**src/sv/cel_pkg.sv**
```systemverilog
`default_nettype none

package cel_pkg;

  // Longest expansion of one input byte: six digits, tab, then up to four bytes
  localparam int unsigned RUN_MAX = 11;
  localparam int unsigned RUN_W   = $clog2(RUN_MAX + 1);
  localparam int unsigned IDX_W   = $clog2(RUN_MAX);

  // Configuration register map (word index)
  localparam int unsigned REG_IDX_W = 3;
  localparam int unsigned PADDR_W   = REG_IDX_W + 2;
  localparam logic [REG_IDX_W-1:0] REG_SHOW_ENDS    = 3'd0;
  localparam logic [REG_IDX_W-1:0] REG_SHOW_TABS    = 3'd1;
  localparam logic [REG_IDX_W-1:0] REG_SHOW_NONPRT  = 3'd2;
  localparam logic [REG_IDX_W-1:0] REG_NUM_NONBLANK = 3'd3;
  localparam logic [REG_IDX_W-1:0] REG_NUM_ALL      = 3'd4;
  localparam logic [REG_IDX_W-1:0] REG_SQUEEZE      = 3'd5;

  // Character constants
  localparam logic [7:0] CH_TAB    = 8'd9;
  localparam logic [7:0] CH_NL     = 8'd10;
  localparam logic [7:0] CH_SPACE  = 8'd32;
  localparam logic [7:0] CH_DOLLAR = 8'd36;
  localparam logic [7:0] CH_DASH   = 8'd45;
  localparam logic [7:0] CH_I      = 8'd73;
  localparam logic [7:0] CH_M      = 8'd77;
  localparam logic [7:0] CH_CARET  = 8'd94;
  localparam logic [7:0] CARET_OFS = 8'd64;

  localparam logic [23:0] BCD_ONE = 24'h000001;
  localparam logic [23:0] BCD_MAX = 24'h999999;

  typedef struct packed {
    logic show_ends;
    logic show_tabs;
    logic show_nonprt;
    logic num_nonblank;
    logic num_all;
    logic squeeze;
  } cfg_t;

  typedef struct packed {
    logic [23:0] line_bcd;
    logic        at_start;
    logic [1:0]  nl_run;
  } state_t;

  typedef struct packed {
    logic [RUN_MAX-1:0][7:0] bytes;
    logic [RUN_W-1:0]        len;
  } run_t;

endpackage

`default_nettype wire

```
**src/sv/cel_expand.sv**
```systemverilog
`default_nettype none

// Expands one text byte into its output run and computes the next state.
module cel_expand (
  input  wire logic [7:0]    ch,
  input  wire cel_pkg::cfg_t cfg,
  input  wire cel_pkg::state_t st,
  output cel_pkg::run_t      run,
  output cel_pkg::state_t    st_nxt
);

  logic                       is_nl;
  logic                       squeezed;
  logic                       numbered;
  logic                       lead;
  logic                       is_ctl;
  logic [3:0]                 dig;
  logic [3:0][7:0]            tail;
  logic [2:0]                 tail_len;
  logic [6:0][7:0]            prefix;
  logic [23:0]                bcd_inc;
  logic                       carry;

  // Classification
  always_comb begin
    is_nl    = (ch == cel_pkg::CH_NL);
    squeezed = is_nl && (st.nl_run >= 2'd2);
    is_ctl   = ch inside {[8'd0:8'd8], [8'd11:8'd31], [8'd127:8'd159]};
    if (is_nl) begin
      numbered = st.at_start && cfg.num_all && !cfg.num_nonblank && !squeezed;
    end else begin
      numbered = st.at_start && (cfg.num_all || cfg.num_nonblank);
    end
  end

  // Six-digit right-aligned number, then a tab
  always_comb begin
    lead = 1'b1;
    dig  = '0;
    for (int k = 5; k >= 0; k--) begin
      dig  = st.line_bcd[4*k +: 4];
      lead = lead && (dig == 4'd0) && (k != 0);
      prefix[5-k] = lead ? cel_pkg::CH_SPACE : {4'h3, dig};
    end
    prefix[6] = cel_pkg::CH_TAB;
  end

  // Byte part of the run
  always_comb begin
    tail     = '0;
    tail_len = 3'd1;
    if (is_nl) begin
      if (cfg.show_ends) begin
        tail[0]  = cel_pkg::CH_DOLLAR;
        tail[1]  = cel_pkg::CH_NL;
        tail_len = 3'd2;
      end else begin
        tail[0] = cel_pkg::CH_NL;
      end
    end else if (cfg.show_nonprt && is_ctl) begin
      if (ch > 8'd127) begin
        tail[0]  = cel_pkg::CH_M;
        tail[1]  = cel_pkg::CH_DASH;
        tail[2]  = cel_pkg::CH_CARET;
        tail[3]  = ch - cel_pkg::CARET_OFS;
        tail_len = 3'd4;
      end else begin
        tail[0]  = cel_pkg::CH_CARET;
        tail[1]  = (ch >= cel_pkg::CH_SPACE) ? ch - cel_pkg::CARET_OFS
                                             : ch + cel_pkg::CARET_OFS;
        tail_len = 3'd2;
      end
    end else if (ch == cel_pkg::CH_TAB && cfg.show_tabs) begin
      tail[0]  = cel_pkg::CH_CARET;
      tail[1]  = cel_pkg::CH_I;
      tail_len = 3'd2;
    end else begin
      tail[0] = ch;
    end
  end

  // Assemble the run
  always_comb begin
    run.bytes = '0;
    if (numbered) begin
      for (int i = 0; i < 7; i++) run.bytes[i] = prefix[i];
      for (int j = 0; j < 4; j++) run.bytes[7+j] = tail[j];
      run.len = cel_pkg::RUN_W'(tail_len) + cel_pkg::RUN_W'(7);
    end else begin
      for (int j = 0; j < 4; j++) run.bytes[j] = tail[j];
      run.len = cel_pkg::RUN_W'(tail_len);
    end
    if (squeezed) run.len = '0;
  end

  // BCD increment, saturating at 999999
  always_comb begin
    bcd_inc = st.line_bcd;
    carry   = 1'b1;
    for (int k = 0; k < 6; k++) begin
      if (carry) begin
        if (st.line_bcd[4*k +: 4] < 4'd9) begin
          bcd_inc[4*k +: 4] = st.line_bcd[4*k +: 4] + 4'd1;
          carry = 1'b0;
        end else begin
          bcd_inc[4*k +: 4] = 4'd0;
        end
      end
    end
    if (st.line_bcd == cel_pkg::BCD_MAX) bcd_inc = st.line_bcd;
  end

  // Next state
  always_comb begin
    st_nxt = st;
    if (numbered) st_nxt.line_bcd = bcd_inc;
    if (is_nl) begin
      if (!squeezed) begin
        st_nxt.at_start = 1'b1;
        if (cfg.squeeze) st_nxt.nl_run = st.nl_run + 2'd1;
      end
    end else begin
      st_nxt.at_start = 1'b0;
      st_nxt.nl_run   = 2'd0;
    end
  end

endmodule

`default_nettype wire

```
**src/sv/caret_escape_line_numberer_top.sv**
```systemverilog
`default_nettype none

// Channel  | Ports                                   | Beat
// ---------+-----------------------------------------+---------------------------
// input    | in_valid, in_stall, in_byte             | one text byte
// output   | out_valid, out_stall, out_byte,         | one formatted byte,
//          | out_last_of_run                         | last of its run marked
// config   | psel, penable, pwrite, paddr, pwdata,   | one register, APB-style
//          | prdata, pready                          |
//
// An input beat is expanded in the cycle it is accepted into a run register
// of up to 11 bytes; while the output is not stalled, the run drains one byte
// per cycle into the output register, and bytes that each yield one output
// byte sustain one beat per cycle. A squeezed newline yields no output byte.
// The next input is taken in the cycle the current run's last byte moves out.
// Synchronous active-low reset sets line number 1, line start, all modes off.
module caret_escape_line_numberer_top (
  input  wire logic                       clk,
  input  wire logic                       rst_n,
  input  wire logic                       in_valid,
  output logic                            in_stall,
  input  wire logic [7:0]                 in_byte,
  output logic                            out_valid,
  input  wire logic                       out_stall,
  output logic [7:0]                      out_byte,
  output logic                            out_last_of_run,
  input  wire logic                       psel,
  input  wire logic                       penable,
  input  wire logic                       pwrite,
  input  wire logic [cel_pkg::PADDR_W-1:0] paddr,
  input  wire logic [31:0]                pwdata,
  output logic [31:0]                     prdata,
  output logic                            pready
);

  cel_pkg::cfg_t   cfg_r;
  cel_pkg::state_t st_r;
  cel_pkg::state_t st_nxt;
  cel_pkg::run_t   run_nxt;

  logic [cel_pkg::RUN_MAX-1:0][7:0] run_bytes_r;
  logic [cel_pkg::RUN_W-1:0]        run_len_r;
  logic [cel_pkg::IDX_W-1:0]        run_idx_r;
  logic                             run_valid_r;
  logic                             out_valid_r;
  logic [7:0]                       out_byte_r;
  logic                             out_last_r;

  logic                             out_free;
  logic                             run_move;
  logic                             run_at_last;
  logic                             in_accept;
  logic                             cfg_write;
  logic [cel_pkg::REG_IDX_W-1:0]    reg_idx;

  cel_expand u_expand (
    .ch     (in_byte),
    .cfg    (cfg_r),
    .st     (st_r),
    .run    (run_nxt),
    .st_nxt (st_nxt)
  );

  // Handshake
  assign out_free    = !out_valid_r || !out_stall;
  assign run_move    = run_valid_r && out_free;
  assign run_at_last = (cel_pkg::RUN_W'(run_idx_r) + cel_pkg::RUN_W'(1)) == run_len_r;
  assign in_stall    = run_valid_r && !(run_move && run_at_last);
  assign in_accept   = in_valid && !in_stall;

  assign out_valid       = out_valid_r;
  assign out_byte        = out_byte_r;
  assign out_last_of_run = out_last_r;

  // Configuration port
  assign pready    = 1'b1;
  assign reg_idx   = paddr[cel_pkg::PADDR_W-1:2];
  assign cfg_write = psel && penable && pwrite;

  always_comb begin
    prdata = '0;
    case (reg_idx)
      cel_pkg::REG_SHOW_ENDS:    prdata[0] = cfg_r.show_ends;
      cel_pkg::REG_SHOW_TABS:    prdata[0] = cfg_r.show_tabs;
      cel_pkg::REG_SHOW_NONPRT:  prdata[0] = cfg_r.show_nonprt;
      cel_pkg::REG_NUM_NONBLANK: prdata[0] = cfg_r.num_nonblank;
      cel_pkg::REG_NUM_ALL:      prdata[0] = cfg_r.num_all;
      cel_pkg::REG_SQUEEZE:      prdata[0] = cfg_r.squeeze;
      default:                   prdata    = '0;
    endcase
  end

  always_ff @(posedge clk) begin
    if (!rst_n) begin
      cfg_r <= '0;
    end else if (cfg_write) begin
      case (reg_idx)
        cel_pkg::REG_SHOW_ENDS:    cfg_r.show_ends    <= pwdata[0];
        cel_pkg::REG_SHOW_TABS:    cfg_r.show_tabs    <= pwdata[0];
        cel_pkg::REG_SHOW_NONPRT:  cfg_r.show_nonprt  <= pwdata[0];
        cel_pkg::REG_NUM_NONBLANK: cfg_r.num_nonblank <= pwdata[0];
        cel_pkg::REG_NUM_ALL:      cfg_r.num_all      <= pwdata[0];
        cel_pkg::REG_SQUEEZE:      cfg_r.squeeze      <= pwdata[0];
        default:                   cfg_r              <= cfg_r;
      endcase
    end
  end

  // Text state advances when a beat is accepted
  always_ff @(posedge clk) begin
    if (!rst_n) begin
      st_r.line_bcd <= cel_pkg::BCD_ONE;
      st_r.at_start <= 1'b1;
      st_r.nl_run   <= 2'd0;
    end else if (in_accept) begin
      st_r <= st_nxt;
    end
  end

  // Run register: loaded on accept, drained one byte per cycle while the output is not stalled
  always_ff @(posedge clk) begin
    if (!rst_n) begin
      run_valid_r <= 1'b0;
      run_idx_r   <= '0;
    end else if (in_accept) begin
      run_valid_r <= (run_nxt.len != '0);
      run_idx_r   <= '0;
    end else if (run_move) begin
      if (run_at_last) begin
        run_valid_r <= 1'b0;
      end
      run_idx_r <= run_idx_r + cel_pkg::IDX_W'(1);
    end
  end

  always_ff @(posedge clk) begin
    if (in_accept) begin
      run_bytes_r <= run_nxt.bytes;
      run_len_r   <= run_nxt.len;
    end
  end

  // Output register
  always_ff @(posedge clk) begin
    if (!rst_n) begin
      out_valid_r <= 1'b0;
    end else if (out_free) begin
      out_valid_r <= run_valid_r;
    end
  end

  always_ff @(posedge clk) begin
    if (run_move) begin
      out_byte_r <= run_bytes_r[run_idx_r];
      out_last_r <= run_at_last;
    end
  end

endmodule

`default_nettype wire
```
**config.mk**
```make
export PLATFORM = sky130hd
export DESIGN_NAME = caret_escape_line_numberer_top
export DESIGN_NICKNAME = d
export VERILOG_FILES = /design/src/sv/cel_pkg.sv /design/src/sv/cel_expand.sv /design/src/sv/caret_escape_line_numberer_top.sv
export SDC_FILE = /design/constraint.sdc
export NUM_CORES = 1
export LEC_CHECK = 0
export BUFFER_PORTS_ARGS = -buffer_cell sky130_fd_sc_hd__buf_2
export CELL_PAD_IN_SITES_DETAIL_PLACEMENT = 0
export CELL_PAD_IN_SITES_GLOBAL_PLACEMENT = 1
export CORE_UTILIZATION = 49
export CTS_CLUSTER_DIAMETER = 30
export DETAILED_ROUTE_END_ITERATION = 6
export PLACE_DENSITY_LB_ADDON = 0.1
export SYNTH_ARGS = -nofsm -noshare
export SYNTH_HDL_FRONTEND = slang
export SYNTH_SLANG_ARGS = --single-unit
export TNS_END_PERCENT = 50
```
**constraint.sdc**
```tcl
create_clock -name clk -period 7.5 [get_ports clk]
set_input_delay 1.5 -clock clk [delete_from_list [all_inputs] [get_ports clk]]
set_output_delay 1.5 -clock clk [all_outputs]
set_load 0.01 [all_outputs]
```
Yosys cells after proc, flatten, opt, wreduce, memory -nomap -nowiden

Cells that the tools add are included.
W data, S select, Z words.

$lt $le $gt $ge: 16
Multiplexer cells: 49
Equal/unequal tests: 11
Reductions and logical operators: 55
Bitwise logic cells: 4
Add/sub/neg operators: 11

Operator list:

| operator               | count |
|---|---|
| $mux W16               | 6 |
| $mux W36               | 1 |
| $bmux W8 S4            | 1 |
| $mux W4                | 8 |
| $add A4 B1 Y4 const B  | 7 |
| $mux W5                | 5 |
| $eq A24 B24 Y1 const B | 1 |
| $lt A4 B4 Y1 const B   | 6 |
| $mux W8                | 3 |
| $logic_and A1 B1 Y1    | 20 |
| $logic_not A4 Y1       | 5 |
| $mux W20               | 1 |
| $reduce_and A4 Y1      | 5 |
| $eq A8 B4 Y1 const B   | 2 |
| $reduce_and A2 Y1      | 8 |
| $mux W3                | 5 |
| $mux W1                | 13 |
| $add A8 B7 Y8 const B  | 1 |
| $ge A8 B1 Y1 const B   | 1 |
| $ge A8 B4 Y1 const B   | 1 |
| $ge A8 B6 Y1 const B   | 1 |
| $ge A8 B7 Y1 const B   | 1 |
| $gt A8 B7 Y1 const B   | 1 |
| $le A8 B4 Y1 const B   | 1 |
| 25 further kinds       | 42 |

Register bits: 140
Logic and storage cells: 179
Output and inout port bits: 44

Depth between registers and ports, before layout

Gate-level depths: netlist of run 1.

Word-level depth: 11
Mapped depth: 9
Mapped depth without buffers: 8

Hierarchy

Synthesis of run 1 repeated with hierarchy kept, for this count alone.

Cells, all modules: 743
Area total of the unflattened synthesis: 7,930.1 um^2

By module, submodules not included:

| module                         | cells an instance | area an instance (um^2) | times used |
|---|---|---|---|
| caret_escape_line_numberer_top | 390               | 5,804.3                 | 1 |
| cel_expand                     | 353               | 2,125.8                 | 1 |

Worst setup path before layout of run 1

OpenSTA, ideal clock, no wires.

Kind: input to register
From: input port out_stall
To: register st_r[9] in the netlist's numbering
Data required time: 7,385 ps
Setup slack: 3,590 ps
Stages: 7
Arrival time: 3,795 ps
Library setup time: 115 ps
Cells stage by stage: and2_1 nand2b_1 o41ai_4 buf_2 nand2_1 o21a_1 o21a_1

Word-level cells in the longest chain between the ends: 9

RTL lines:

| item                               | RTL line                              | source |
|---|---|---|
| from (decl)                        | caret_escape_line_numberer_top.sv:24  | `input wire logic out_stall,` |
| $logic_not A1 Y1                   | caret_escape_line_numberer_top.sv:65  | `assign out_free = !out_valid_r \|\| !out_stall;` |
| $logic_or A1 B1 Y1                 | caret_escape_line_numberer_top.sv:65  |  |
| $logic_and A1 B1 Y1                | caret_escape_line_numberer_top.sv:66  | `assign run_move = run_valid_r && out_free;` |
| $logic_and A1 B1 Y1                | caret_escape_line_numberer_top.sv:68  | `assign in_stall = run_valid_r && !(run_move && run_at_last);` |
| $logic_not A1 Y1                   | caret_escape_line_numberer_top.sv:68  |  |
| $logic_and A1 B1 Y1                | caret_escape_line_numberer_top.sv:68  |  |
| $logic_not A1 Y1                   | caret_escape_line_numberer_top.sv:69  | `assign in_accept = in_valid && !in_stall;` |
| $logic_and A1 B1 Y1                | caret_escape_line_numberer_top.sv:69  |  |
| net in_accept                      | caret_escape_line_numberer_top.sv:52  | `logic in_accept;` |
| $reduce_and A4 Y1 (no source line) | --                                    |  |
| to (signal assigned)               | caret_escape_line_numberer_top.sv:116 | `st_r <= st_nxt;` |
| to (decl)                          | caret_escape_line_numberer_top.sv:37  | `cel_pkg::state_t st_r;` |

The timed path passes the listed nets, and every way through them passes these cells.
A chain may end at the register's enable or synchronous reset.

Worst setup path after layout of run 1

From: input port out_stall
To: output port in_stall

Word-level cells in the longest chain between the ends: 6

RTL lines:

| item                | RTL line                             | source |
|---|---|---|
| $logic_not A1 Y1    | caret_escape_line_numberer_top.sv:65 |  |
| $logic_or A1 B1 Y1  | caret_escape_line_numberer_top.sv:65 |  |
| $logic_and A1 B1 Y1 | caret_escape_line_numberer_top.sv:66 |  |
| $logic_and A1 B1 Y1 | caret_escape_line_numberer_top.sv:68 |  |
| $logic_not A1 Y1    | caret_escape_line_numberer_top.sv:68 |  |
| $logic_and A1 B1 Y1 | caret_escape_line_numberer_top.sv:68 |  |
| to (decl)           | caret_escape_line_numberer_top.sv:21 | `output logic in_stall,` |

Every way passes these cells.

==> run metrics, run 1 <==
I/O Pins=96; GRT Overall Usage=22.3%; synthesized instance count=around 670; CP max stage delay=roughly 0.51 ns; number of global-route vias before repair=about 4700; Max Cap Viol=0; # diodes=0; Synth top area share=34.8%; setup ws final=3.50 ns; Resize count post-CTS=0; Slew Limit Fails=0; die area=~15000 um2; leakage=2.88 nW; total CTS buffers=17; Crit-path slowest cell=o41ai_1; share of cells above drive strength 1=around 14%; CP endpoint kind=primary output; hold bufs inserted after CTS=0; Core Rows=43; CP endpoint=in_stall; WP buf/inv=3; family with the most delay on the worst path=compound AO/OA/AOI/OAI gates; combinational power share=7.5%; wire length per cell after detailed routing=around 18 um; setup violators final=0; Reg2Reg Capture Point=st_r[1]$_SDFFE_PN0P_; initial core utilization=50.0%; Port-buffer cells=30; cell count of the worst reg-to-reg path=10; synthesized flop and latch total=~120; largest net degree at the start of global routing=68; clk_lat worst skew=between 0.4 and 0.5 ns; 1st-iter DRT viols=~450; Synth Cell Area=roughly 7000 um2; Seq/Total Area, Yosys=46.1%; synth warn=0; core area=between 10000 and 15000 um2; Clock Sinks=around 120; ys flop type=edfxtp_1; sw frac=~23%; Detail Route Antenna Nets=0; period utilisation layout=53.3%; clock transition at the registers of the reported paths=around 0.05 ns; number of synthesized flops with an enable pin=80; CTS tree=yes; DRC Markers=0; # nets final=765; crit path cell chain=buf_2 > and2_1 > o41ai_1 > inv_1 > buf_2; via/cell ratio=5.67; worst-path maximum fanout=4; max frequency=250 MHz; status=completed; first-pass GRT wire length=24800 um; Hold Crit Class=reg -> reg; R2R Setup Slk=3.87 ns; RSZ-0062 raised after global routing=no; WP data required=6.00 ns; Yosys top cell by area=edfxtp_1; 1st-pass router iterations=5; RePlAce Congestion=0.801; ys async rst share=0%; Fin Setup TNS=0 ns; Avg Synthesized Cell Area=around 10 um2; pre-CTS WS=around 3.2 ns; Die H=121 um; reg2reg start=run_idx_r[1]$_SDFFE_PP0P_; Reg power frac=43.5%; P&R area growth vs syn=10.7%; Worst Setup SP=out_stall; P_sw=a little under 0.4 mW; Synth area leaders=edfxtp_1 (35%), dfxtp_1 (11%), ha_1 (5.3%), buf_4 (3.9%), nand2_1 (3.0%); Final HPWL DP=approximately 11000 um; clock buffer depth=2; PwrDens=226 nW/um2; critical path type=in -> out; critical path depth=5; min cycle time layout=4.00 ns; grt total ovfl=0; relative slew slack=42.1%; worst vdd ir=roughly 0.15 mV; actual slew at the worst max-slew pin=0.868 ns; initial antenna violation count=0; P_int=between 1 and 1.5 mW; Clk network pwr share=49.0%; routed vias=approximately 5000; CP arrival=2.50 ns; final WL=roughly 15000 um; postcts setup bufs=0; clk_skew=around 0.0089 ns; Final Hold Vio Count=0; H-tree depth=4; Root Driver=clkbuf_16; Critical Path Start Type=input port; most frequent CP cell=buf_2; Chip Width=121 um; post-synthesis cell type count=83
-- per-layer routing --
| metal | up-vias | GRT usage, % | share of wire (%) |
|---|---|---|---|
| met5 | - | 0 | 0 |
| met4 | 0 | 9.26 | 2.1 |
| met3 | 21 | 3.54 | 3.7 |
| met2 | 123 | 35.1 | 47 |
| met1 | 2425 | 30.6 | 47 |
| li1 | 2407 | - | - |
-- power by group through the flow --
| stage | logic [mW] | clock network [mW] | registers (mW) |
|---|---|---|---|
| final | 0.130 | 0.846 | 0.751 |
| after global routing | 0.143 | 0.880 | 0.754 |
| after CTS | 0.130 | 0.856 | 0.751 |
| after detailed placement | 0.130 | 0 | 0.765 |
| after global placement | 0.129 | 0 | 0.763 |
| after floorplan | 0.104 | 0 | 0.764 |
-- cell usage in the layout (no fill, tap or decap), types with 6 or more instances in the layout --
cell type	n
a21oi_1	16
mux2i_1	17
ha_1	29
nand2b_1	14
dfxtp_1	39
nand2_1	56
clkbuf_16	17
a21boi_1	7
a22oi_1	6
nor2b_1	21
and2_1	20
nor2_1	52
nor3_1	13
nand3_1	19
conb_1	32
buf_2	30
buf_4	7
edfxtp_1	80
nand4_1	9
o21ai_0	29
inv_1	25
and3_1	8
o21a_1	7
mux4_2	7
a21o_1	6
-- synthesized netlist by cell type, types with 6 or more instances --
library cell  instances
buf_2                 6
a21o_1                6
nand3_1              19
buf_4                36
ha_1                 29
nand4_1               9
nor2b_1              21
nor3_1               13
nand2_1              56
buf_1                 8
a21boi_1              7
mux4_2                7
clkbuf_1             16
nand2b_1             14
nor2_1               52
a21oi_1              16
a22oi_1               6
o21a_1                7
dfxtp_1              39
and2_1               20
edfxtp_1             80
and3_1                8
inv_1                25
o21ai_0              29
mux2i_1              17
-- metrics by stage --
step / power, mW / area [um2] / instances / hold slack (ns) / util [%]
after floorplan: 0.868 / 7020 / 696 / 0.461 / -
after global placement: 0.892 / 7030 / 845 / 0.479 / 50.9
after detailed placement: 0.895 / 7030 / 845 / 0.488 / 50.9
after CTS: 1.74 / 7650 / 877 / 0.497 / 55.3
after global routing: 1.78 / 7650 / 877 / 0.515 / 55.3
final: 1.73 / 7650 / 877 / 0.498 / 55.3
-- cell families after synthesis --
kind of cell | synth area share (%)
mux | 5.56
other cells | 0.109
fa+ha+maj | 5.25
simple gates | 19.3
xor+xnor | 1.27
buf+inv | 7.34
flops | 46.1
compound gates | 15.1
-- flip-flops by register name, summed over array words and instances (netlist names) --
| register | cells |
|---|---|
| run_bytes_r | 67 |
| st_r | 27 |
| out_byte | 8 |
| cfg_r | 6 |
| run_idx_r | 4 |
| run_len_r | 4 |
| out_last_of_run | 1 |
| out_valid | 1 |
| run_valid_r | 1 |
-- worst min path at each step --
stage / from / endpoint / slack [ns] / cells past startpoint
floorplan: st_r[4]$_SDFFE_PN0P_ / st_r[4]$_SDFFE_PN0P_ / 0.46 / 2
global placement: st_r[4]$_SDFFE_PN0P_ / st_r[4]$_SDFFE_PN0P_ / 0.48 / 2
detailed placement: st_r[4]$_SDFFE_PN0P_ / st_r[4]$_SDFFE_PN0P_ / 0.49 / 2
CTS: st_r[4]$_SDFFE_PN0P_ / st_r[4]$_SDFFE_PN0P_ / 0.50 / 2
global route: st_r[4]$_SDFFE_PN0P_ / st_r[4]$_SDFFE_PN0P_ / 0.52 / 2
finish: st_r[4]$_SDFFE_PN0P_ / st_r[4]$_SDFFE_PN0P_ / 0.50 / 2
-- layout make-up --
cell class                      instances  area [um2]
Clock buffer                           18         429
Clock inverter                         14         183
Timing Repair Buffer                   37         203
Fill cell                            1218        6180
Tap cell                              180         225
Sequential cell                       119        3180
Multi-Input combinational cell        484        3330
Inverter                               25        93.8
-- worst reg2reg max path: cells and delay by family, from the launching register on --
family	cells	cell delay (ns)
buffers and inverters	3	1.40
AOI/OAI and AO/OA	3	0.79
and+or+nand+nor	2	0.51
adders and majority gates	1	0.36
DFF	1	0.30
xor gates and xnor gates	1	0.17
(Power assumes the default switching activity.)
==> run 2, diff against run 1 <==
Settings changed: CORE_UTILIZATION 49 to 46.
Clock period 7.5 ns to 4.1 ns, I/O delays scaled along.
==> run 2 against run 1 <==
Die area rose by 6.4%. Sequential share of layout area shrank 0.38 points. Power grew 85%. Cell count is 1.0% higher. Clock-buffer cell count shrank 1. Final area is 0.92% higher. Clock power grew 87%. Sequential cell count stayed put. Global-route usage down 0.83 points. Combinational power rose by 88%.
==> run metrics, run 2 (synthesis gave the netlist of run 1 again) <==
leakage=a little under 3 nW; clock buffer depth=2; clk_lat worst skew=0.43 ns; setup violators final=0; largest reg by FF count=run_bytes_r; first-pass GRT wire length=26000 um; largest net degree at the start of global routing=55; grt total ovfl=0; Worst Min Path Start=st_r[4]$_SDFFE_PN0P_; postcts setup bufs=0; number of global-route vias before repair=4846; RePlAce Congestion=0.810; Critical Path Start Type=register; WP data required=3.28 ns; Detail Route Antenna Nets=0; 1st-iter DRT viols=between 200 and 300; die area=15500 um2; worst hold margin=between 0.4 and 0.5 ns; max reg flops=67; Worst Setup SP=run_idx_r[1]$_SDFFE_PP0P_; status=completed; GRT Overall Usage=21.5%; clk_skew=slightly above 0.009 ns; reg2reg start=run_idx_r[1]$_SDFFE_PP0P_; CTS tree=yes; period utilisation layout=75.5%; max frequency=between 300 and 400 MHz; P&R area growth vs syn=11.7%; 1st-pass router iterations=5; Port-buffer cells=30; Chip Width=approximately 120 um; # diodes=0; # nets final=770; actual slew at the worst max-slew pin=0.914 ns; RSZ-0062 raised after global routing=no; Final Hold Vio Count=0; via/cell ratio=between 5 and 6; highest metal used=met4; core area=14600 um2; Die H=125 um; Max Cap Viol=0; Clock Sinks=119; most common cell after layout, fill and taps aside=edfxtp_1; Root Driver=clkbuf_16; PwrDens=414 nW/um2; routed vias=5039; critical path type=reg -> out; clock transition at the registers of the reported paths=0.06 ns; H-tree depth=4; CP arrival=2.28 ns; Resize count post-CTS=0; met2 WL=7510 um; Core Rows=44; worst vdd ir=0.274 mV; Fin Setup TNS=0 ns; initial core utilization=47.3%; hold bufs inserted after CTS=0; I/O Pins=96; met3 routed WL=710 um; relative slew slack=38.9%; Layout Utilization=52.9%; share of cells above drive strength 1=roughly 16%; total CTS buffers=17; initial antenna violation count=0; final WL=around 16000 um; Slew Limit Fails=0; Final HPWL DP=11100 um; commonest cells after routing, fill and taps aside=edfxtp_1 (80), nand2_1 (56), nor2_1 (52), dfxtp_1 (39), conb_1 (32); DRC Markers=0; wire length per cell after detailed routing=18.1 um; CP endpoint kind=primary output; worst-path maximum fanout=31; min cycle time layout=3.10 ns; Hold Crit Class=reg -> reg; Routed met1 length=7500 um
## run 2: report_power, final
group | switching, mW | total, mW | internal [mW] | leakage (nW)
Sequential | 0.0189 | 1.37 | 1.35 | 1.11
Combinational | 0.160 | 0.244 | 0.0831 | 1.51
Clock | 0.560 | 1.58 | 1.02 | 0.300
## run 2: worst paths after layout
check             slack [ns]                     to  cells past startpoint
hold / removal          0.49   st_r[4]$_SDFFE_PN0P_                      2
hold reg to reg         0.49   st_r[4]$_SDFFE_PN0P_                      2
setup / recovery        1.00               in_stall                      6
setup reg to reg        1.24  st_r[21]$_SDFFE_PN0P_                      8
## run 2: metal layers
metal	GRT usage [%]	vias up
met4	7.94	0
met3	4.42	25
li1	-	2428
met2	33.7	136
met5	0	-
met1	29.3	2450
## run 2: cell type report
class	count	area [um2]
sequential	119	3180
clock inverter	15	201
fill	1303	6870
tap	184	230
timing repair buffer	42	253
inverter	25	93.8
multi-input combinational	484	3330
clock buffer	17	425
## run 2: critical path, stage by stage, from the launching register on
cell and delay [ns]:
dfxtp_1 0.33, buf_4 0.40, nand3_1 0.15, xnor2_1 0.22, o41ai_1 0.52, inv_1 0.08
buf_2 0.15
## run 2: through the flow
stage | power, mW | std cells | area, um2 | setup slack, ns
after floorplan | 1.59 | 696 | 7020 | 0.870
after global placement | 1.64 | 854 | 7090 | 0.606
after detailed placement | 1.64 | 854 | 7090 | 0.592
after CTS | 3.22 | 886 | 7720 | 0.960
after global routing | 3.30 | 886 | 7720 | 0.802
final | 3.19 | 886 | 7720 | 1.00
